[src/rtl/bat_pkg.sv]
// Shared definitions for the breakpoint address table.
// Field widths, request and status codes, controller states and the cell control bundle.
package bat_pkg;

  // Field widths of the request and result items
  localparam int ADDR_W   = 64;
  localparam int REQ_W    = 2;
  localparam int SLOT_W   = 4;
  localparam int STATUS_W = 2;
  localparam int LIVE_W   = 5;

  // Default number of table slots
  localparam int DEFAULT_TABLE_DEPTH = 16;

  // Request codes
  localparam logic [REQ_W-1:0] REQ_ADD      = 2'd0;
  localparam logic [REQ_W-1:0] REQ_DEL_AT   = 2'd1;
  localparam logic [REQ_W-1:0] REQ_DEL_ADDR = 2'd2;

  // Status codes
  localparam logic [STATUS_W-1:0] ST_OK   = 2'd0;
  localparam logic [STATUS_W-1:0] ST_DUP  = 2'd1;
  localparam logic [STATUS_W-1:0] ST_FULL = 2'd2;
  localparam logic [STATUS_W-1:0] ST_MISS = 2'd3;

  // Controller states
  typedef enum logic {
    S_IDLE,
    S_APPLY
  } state_t;

  // Control bundle broadcast to every cell
  typedef struct packed {
    logic capture;   // latch the match bit against the incoming address
    logic add_en;    // append the held address at slot count
    logic shift_en;  // close the gap left by a removal
    logic by_index;  // removal point comes from the slot index, not a match
  } cell_ctrl_t;

endpackage

[src/rtl/breakpoint_address_table.sv]
// Top level of the breakpoint address table: request controller, row of bat_cell slots,
// and result register. Uses bat_pkg and bat_cell.
//
//   channel | direction | handshake            | payload
//   --------+-----------+----------------------+------------------------------------
//   in      | input     | in_valid / in_ready  | req_type, bp_address, slot_index
//   out     | output    | out_valid / out_ready| status, added_slot, live_count
//
// Every cell compares its address in the cycle an item is taken; the append or shift
// across the row happens in the apply state, which also loads the result register. The
// next item is taken only after the apply state commits and the controller returns to idle.
// Reset (rst, synchronous) clears the count and the handshake state; slot contents are
// not cleared and are never read before being written.
// A held result stalls only the apply cycle of the following item.
module breakpoint_address_table #(
  parameter int TABLE_DEPTH = bat_pkg::DEFAULT_TABLE_DEPTH
) (
  input  logic                          clk,
  input  logic                          rst,
  input  logic                          in_valid,
  output logic                          in_ready,
  input  logic [bat_pkg::REQ_W-1:0]     req_type,
  input  logic [bat_pkg::ADDR_W-1:0]    bp_address,
  input  logic [bat_pkg::SLOT_W-1:0]    slot_index,
  output logic                          out_valid,
  input  logic                          out_ready,
  output logic [bat_pkg::STATUS_W-1:0]  status,
  output logic [bat_pkg::SLOT_W-1:0]    added_slot,
  output logic [bat_pkg::LIVE_W-1:0]    live_count
);

  localparam int COUNT_W = $clog2(TABLE_DEPTH + 1);

  bat_pkg::state_t                 state;
  bat_pkg::state_t                 state_next;
  bat_pkg::cell_ctrl_t             ctrl;

  logic [COUNT_W-1:0]              count;
  logic [COUNT_W-1:0]              count_next;
  logic [bat_pkg::REQ_W-1:0]       req_q;
  logic [bat_pkg::ADDR_W-1:0]      addr_q;
  logic [bat_pkg::SLOT_W-1:0]      slot_q;

  logic [bat_pkg::ADDR_W-1:0]      cell_addr;
  logic [bat_pkg::ADDR_W-1:0]      entry [TABLE_DEPTH];
  logic [TABLE_DEPTH:0]            chain;
  logic                            any_hit;

  logic                            commit;
  logic                            add_ok;
  logic                            del_ok;
  logic [bat_pkg::STATUS_W-1:0]    status_next;
  logic [bat_pkg::SLOT_W-1:0]      slot_next;

  // Row of slots; the match prefix ripples left to right
  assign chain[0] = 1'b0;
  assign any_hit  = chain[TABLE_DEPTH];

  for (genvar k = 0; k < TABLE_DEPTH; k++) begin : g_cell
    logic [bat_pkg::ADDR_W-1:0] right;
    if (k == TABLE_DEPTH - 1) begin : g_last
      assign right = entry[k];
    end else begin : g_mid
      assign right = entry[k+1];
    end

    bat_cell #(
      .IDX     (k),
      .COUNT_W (COUNT_W)
    ) u_cell (
      .clk        (clk),
      .ctrl       (ctrl),
      .count      (count),
      .pos        (slot_q),
      .addr       (cell_addr),
      .next_entry (right),
      .chain_in   (chain[k]),
      .entry      (entry[k]),
      .chain_out  (chain[k+1])
    );
  end

  // Compare against the port on the accept cycle, write the held address afterwards
  assign cell_addr = (state == bat_pkg::S_IDLE) ? bp_address : addr_q;

  // Next state
  always_comb begin
    state_next = state;
    unique case (state)
      bat_pkg::S_IDLE: begin
        if (in_valid) begin
          state_next = bat_pkg::S_APPLY;
        end
      end
      bat_pkg::S_APPLY: begin
        if (!out_valid || out_ready) begin
          state_next = bat_pkg::S_IDLE;
        end
      end
      default: state_next = bat_pkg::S_IDLE;
    endcase
  end

  // Controller outputs; take nothing while reset is held
  always_comb begin
    in_ready = 1'b0;
    commit   = 1'b0;
    unique case (state)
      bat_pkg::S_IDLE:  in_ready = !rst;
      bat_pkg::S_APPLY: commit   = !out_valid || out_ready;
      default: begin
        in_ready = 1'b0;
        commit   = 1'b0;
      end
    endcase
  end

  // Decide the outcome of the held item
  always_comb begin
    status_next = bat_pkg::ST_MISS;
    slot_next   = '0;
    count_next  = count;
    add_ok      = 1'b0;
    del_ok      = 1'b0;
    unique case (req_q)
      bat_pkg::REQ_ADD: begin
        if (any_hit) begin
          status_next = bat_pkg::ST_DUP;
        end else if (count >= COUNT_W'(TABLE_DEPTH)) begin
          status_next = bat_pkg::ST_FULL;
        end else begin
          status_next = bat_pkg::ST_OK;
          slot_next   = bat_pkg::SLOT_W'(count);
          count_next  = count + COUNT_W'(1);
          add_ok      = 1'b1;
        end
      end
      bat_pkg::REQ_DEL_AT: begin
        if (int'(slot_q) < int'(count)) begin
          status_next = bat_pkg::ST_OK;
          count_next  = count - COUNT_W'(1);
          del_ok      = 1'b1;
        end
      end
      bat_pkg::REQ_DEL_ADDR: begin
        if (any_hit) begin
          status_next = bat_pkg::ST_OK;
          count_next  = count - COUNT_W'(1);
          del_ok      = 1'b1;
        end
      end
      default: status_next = bat_pkg::ST_MISS;
    endcase
  end

  // Drive the cell control bundle
  always_comb begin
    ctrl.capture  = in_valid && in_ready;
    ctrl.add_en   = commit && add_ok;
    ctrl.shift_en = commit && del_ok;
    ctrl.by_index = (req_q == bat_pkg::REQ_DEL_AT);
  end

  // Advance state and count
  always_ff @(posedge clk) begin
    if (rst) begin
      state <= bat_pkg::S_IDLE;
      count <= '0;
    end else begin
      state <= state_next;
      if (commit) begin
        count <= count_next;
      end
    end
  end

  // Hold the taken item
  always_ff @(posedge clk) begin
    if (in_valid && in_ready) begin
      req_q  <= req_type;
      addr_q <= bp_address;
      slot_q <= slot_index;
    end
  end

  // Result register
  always_ff @(posedge clk) begin
    if (rst) begin
      out_valid <= 1'b0;
    end else if (commit) begin
      out_valid <= 1'b1;
    end else if (out_ready) begin
      out_valid <= 1'b0;
    end
  end

  always_ff @(posedge clk) begin
    if (commit) begin
      status     <= status_next;
      added_slot <= slot_next;
      live_count <= bat_pkg::LIVE_W'(count_next);
    end
  end

endmodule

[src/rtl/bat_cell.sv]
// One slot of the breakpoint address table: holds an address, latches a match bit,
// and takes its right neighbor's address when a removal shifts the row. Uses bat_pkg.
module bat_cell #(
  parameter int IDX     = 0,
  parameter int COUNT_W = 5
) (
  input  logic                        clk,
  input  bat_pkg::cell_ctrl_t         ctrl,
  input  logic [COUNT_W-1:0]          count,
  input  logic [bat_pkg::SLOT_W-1:0]  pos,
  input  logic [bat_pkg::ADDR_W-1:0]  addr,
  input  logic [bat_pkg::ADDR_W-1:0]  next_entry,
  input  logic                        chain_in,
  output logic [bat_pkg::ADDR_W-1:0]  entry,
  output logic                        chain_out
);

  logic live;
  logic hit;
  logic take_next;
  logic write_here;

  // Slot holds a valid address only below the count
  assign live = (IDX < int'(count));

  // Prefix of matches: this slot lies at or after the first matching slot
  assign chain_out = chain_in | hit;

  // Decide whether this slot takes its neighbor's address on a removal
  always_comb begin
    if (ctrl.by_index) begin
      take_next = (IDX >= int'(pos));
    end else begin
      take_next = chain_out;
    end
  end

  assign write_here = ctrl.add_en && (count == COUNT_W'(IDX));

  // Latch the match bit when the item is taken
  always_ff @(posedge clk) begin
    if (ctrl.capture) begin
      hit <= live && (entry == addr);
    end
  end

  // Append, shift down, or hold
  always_ff @(posedge clk) begin
    if (write_here) begin
      entry <= addr;
    end else if (ctrl.shift_en && take_next) begin
      entry <= next_entry;
    end
  end

endmodule
[config.mk]
export PLATFORM = sky130hd
export DESIGN_NAME = breakpoint_address_table
export DESIGN_NICKNAME = d
export VERILOG_FILES = /design/src/rtl/bat_pkg.sv /design/src/rtl/breakpoint_address_table.sv /design/src/rtl/bat_cell.sv
export SDC_FILE = /design/constraint.sdc
export NUM_CORES = 2
export LEC_CHECK = 0
export ABC_AREA = 0
export CAP_MARGIN = 30
export CELL_PAD_IN_SITES_DETAIL_PLACEMENT = 1
export CELL_PAD_IN_SITES_GLOBAL_PLACEMENT = 2
export CORE_AREA = 4 4 342 428
export CTS_CLUSTER_SIZE = 12
export DETAILED_ROUTE_END_ITERATION = 8
export DIE_AREA = 0 0 346 432
export DONT_BUFFER_PORTS = 1
export GPL_TIMING_DRIVEN = 1
export PLACE_DENSITY_LB_ADDON = 0.08
export SLEW_MARGIN = 40
export SYNTH_ARGS = -nofsm -noshare
export SYNTH_HDL_FRONTEND = slang
export SYNTH_HIERARCHICAL = 1
export SYNTH_SLANG_ARGS = --single-unit
[constraint.sdc]
create_clock -name clk -period 11.29 [get_ports clk]
set_input_delay 2.258 -clock clk [delete_from_list [all_inputs] [get_ports clk]]
set_output_delay 2.258 -clock clk [all_outputs]
set_load 0.01 [all_outputs]
==> results.toml <==
[outcome]
outcome = "finished, final reports clean"

[worst_setup_path]
crit-reg2reg-launch = "g_cell[0].u_cell/hit$_DFFE_PP_"
timing.critical_path.arrival_ns = 9.45
worst_ep_required_time_ns = 11.70
cp_common_cell = "or2_2"
worstSetupEndpointType = "flop"
critical_path.max_fanout = 36
reg2reg_to = "g_cell[10].u_cell/entry[4]$_DFFE_PP_"
criticalPathCategory = "reg -> reg"
timing.critical_path.cells = "or2_2, or2_2, or2_2, or2_2, or2_2, or2_2, or2_2, or2_2, or2_2, or2_2, or2_2, or2_2, or2_2, or2_2, or2_2, or2_2, nor2_2, and2_1, and2_1, buf_4, and4_4, a21o_2, buf_4"
slowest_delay_ns = 0.67
start_kind = "flop"
worstRegToRegCells = 23
slowest_stage = "and4_4"
worst_reg_to_reg_setup_slack_ns = 2.25

[layout]
final_layout_size_suffix_gt1_share_pct = 31.2
final_cell_mix = "1121 x edfxtp_1, 560 x xnor2_1, 509 x mux2_2, 439 x mux2_4, 375 x xor2_1"
flow.area_growth_from_synthesis_pct = 10.5
layout.cells.most_common = "edfxtp_1"
final_nets = 4317

[grt]
first_pass_grt_wire_length_um = 331000
gr-usage-all-layers_pct = 32.4
vias_in_the_first_global_route = 38900
initial_antenna_violation_count = 7
grt-ovfl-total = 0
grt_start_max_net_pins = 74

[sta]
final_min_period_over_clock_period_pct = 80.1
total_neg_setup_slack_ns = 0
timing.max_slew.rel_slack_pct = 37.3
max_slew.worst_pin.slew_ns = 0.933
clock-skew-final_ns = 0.0321
maxClockFrequency_mhz = 111
final-max-slew-violation-count = 0
final.min_clock_period_ns = 9.04
timing.final.setup_violations = 0
finalHoldViolations = 0
grt_setup_unrepaired = "no"

[yosys]
syn_avg_cell_area_um2 = 15.3
synth_flop_cell = "edfxtp_1"
synth_largest_area_cell = "edfxtp_1"
synth_enable_flop_cells = 1121
synth_seq_cells = 1128
synth-async-reset-ratio_pct = 0
post_synth_num_cell_types = 89
syn_nets = 4152
syn_std_cell_area_mm2 = 0.0621
post_synth_main_area_contributors = "edfxtp_1 54%, mux2_4 11%, mux2_2 9.3%"
ys_seq_area_share_pct = 54.4
synthCells = 4069
synth_largest_type_area_fraction_pct = 54.2
yosysWarnings = 6

[pwr]
power_density_over_cell_area_mw_per_mm2 = 144
leakage_nw = 23.3
max-vdd-ir-drop_v = 0.000124
fin_total_pwr_w = 0.00987

[detailed_routing]
final_antenna_net_count = 0
drt_wl_total_um = 246000
post_drt_via_cell_ratio = 5.98
drt_pass1_iterations = 5
vias = 37200
remaining_drc_errors = 0
routed_wire_length_per_instance_um = 39.6
detail_route.iter0.violations = 3064

[clock_tree]
clock_sinks = 1128
numCtsBuffers = 131
clkLatencyLatePin_ns = 0.79
tritoncts = "yes"
ctsHoldBuffers = 0
cts-resized-gates = 0
cts_setup_buffers = 0
cts.path.max_buffers = 3
htreeDepth = 4
clk_transition_reported_paths_ns = 0.06
cts_root_buffer = "clkbuf_16"

[floorplan]
die_h_um = 432
fp.dieArea_mm2 = 0.149
die_w_um = 346
rows = 155
num_io_pins = 87
core_region_area_mm2 = 0.142
start_util_pct = 43.6

[placed_design]
routabilityCongestion = 0.925
buffer_ports.inserted = 0
post-dp-hpwl_um = 177000

[run]
drv_cap = 0

[worst_hold_path]
worst_hold_path.endpoint = "g_cell[6].u_cell/entry[38]$_DFFE_PP_"
hold_path_startpoint = "g_cell[7].u_cell/entry[38]$_DFFE_PP_"
whs_path_depth = 1
worstHoldPathType = "reg -> reg"
layer usage:
metal  vias up  GRT usage, %  routed length [um]  share of wire (%)
met3       584          3.62               10200                4.1
met5         -             0                   0                  0
li1      15800             -                   -                  -
met4         0          25.1               23000                9.3
met2      1302          58.1              126000                 51
met1     19500          34.8               86900                 35
synthesized netlist by cell type, drive strengths merged (5+ instances only):
cell,number
a2111oi,5
a21o,6
a21oi,16
a221oi,13
a22o,5
a22oi,5
and3,7
buf,111
clkbuf,12
dfxtp,7
edfxtp,1121
ha,9
inv,97
mux2,1074
nand2,51
nand2b,20
nand3,33
nand4,160
nor2,25
nor2b,13
nor3,33
nor4,140
o2111ai,8
o211ai,11
o21ai,30
o22ai,33
o2bb2ai,12
or2,17
xnor2,560
xor2,375
worst max-delay path by stage:
| stage | startpoint | to |
|---|---|---|
| after CTS | g_cell[0].u_cell/hit$_DFFE_PP_ | g_cell[10].u_cell/entry[26]$_DFFE_PP_ |
| after global placement | g_cell[0].u_cell/hit$_DFFE_PP_ | g_cell[15].u_cell/entry[38]$_DFFE_PP_ |
| final | g_cell[0].u_cell/hit$_DFFE_PP_ | g_cell[10].u_cell/entry[4]$_DFFE_PP_ |
| after detailed placement | g_cell[0].u_cell/hit$_DFFE_PP_ | g_cell[10].u_cell/entry[23]$_DFFE_PP_ |
| after global routing | g_cell[0].u_cell/hit$_DFFE_PP_ | g_cell[10].u_cell/entry[48]$_DFFE_PP_ |
| after floorplan | g_cell[0].u_cell/hit$_DFFE_PP_ | g_cell[15].u_cell/entry[0]$_DFFE_PP_ |
cells by family after synthesis:
logic type,count (synthesis),synth area share [%]
AO/OA/AOI/OAI,173,2.04
XOR/XNOR,935,13.2
adder cells (fa/ha/maj),9,0.181
buffers and inverters,220,2.75
flip-flops,1128,54.4
multiplexers,1077,22.2
other,1,0.00604
AND/OR/NAND/NOR,526,5.24
final cells by class:
class,instances,area [um2]
fill,13800,73700
sequential,1128,33800
multi-input combinational,2721,26800
clock buffer,172,3560
tap,1884,2360
timing repair buffer,155,1260
clock inverter,58,492
inverter,97,364
antenna,1,2.50
stage by stage:
stage               setup slack [ns]  instance area (um2)  util, %  hold slack, ns  instances
floorplan                      0.362                62100        -           0.522       4069
global placement                2.42                64400     45.3           0.564       5983
detailed placement              2.31                64500     45.3           0.565       5984
CTS                             2.27                68600     48.2           0.583       6214
global route                    1.98                68600     48.2           0.589       6215
finish                          2.25                68600     48.2           0.583       6216
state kept, by name, indices dropped and copies added (netlist names):
signal,count
g_cell.u_cell/entry,1024
addr_q,64
g_cell.u_cell/hit,16
count,5
live_count,5
added_slot,4
slot_q,4
req_q,2
status,2
out_valid,1
state,1
power breakdown:
group / switching, W / internal (W)
Clock: 0.00176 / 0.00241
Combinational: 0.000716 / 0.000297
Sequential: 0.0000568 / 0.00463
Total: 0.00254 / 0.00734
critical path: cells and delay by family, from the launching register on:
family	cells	cell delay (ns)
simple gates	20	6.64
flops	1	0.36
compound gates	1	0.65
buf+inv	2	0.95
(Power assumes the default switching activity.)
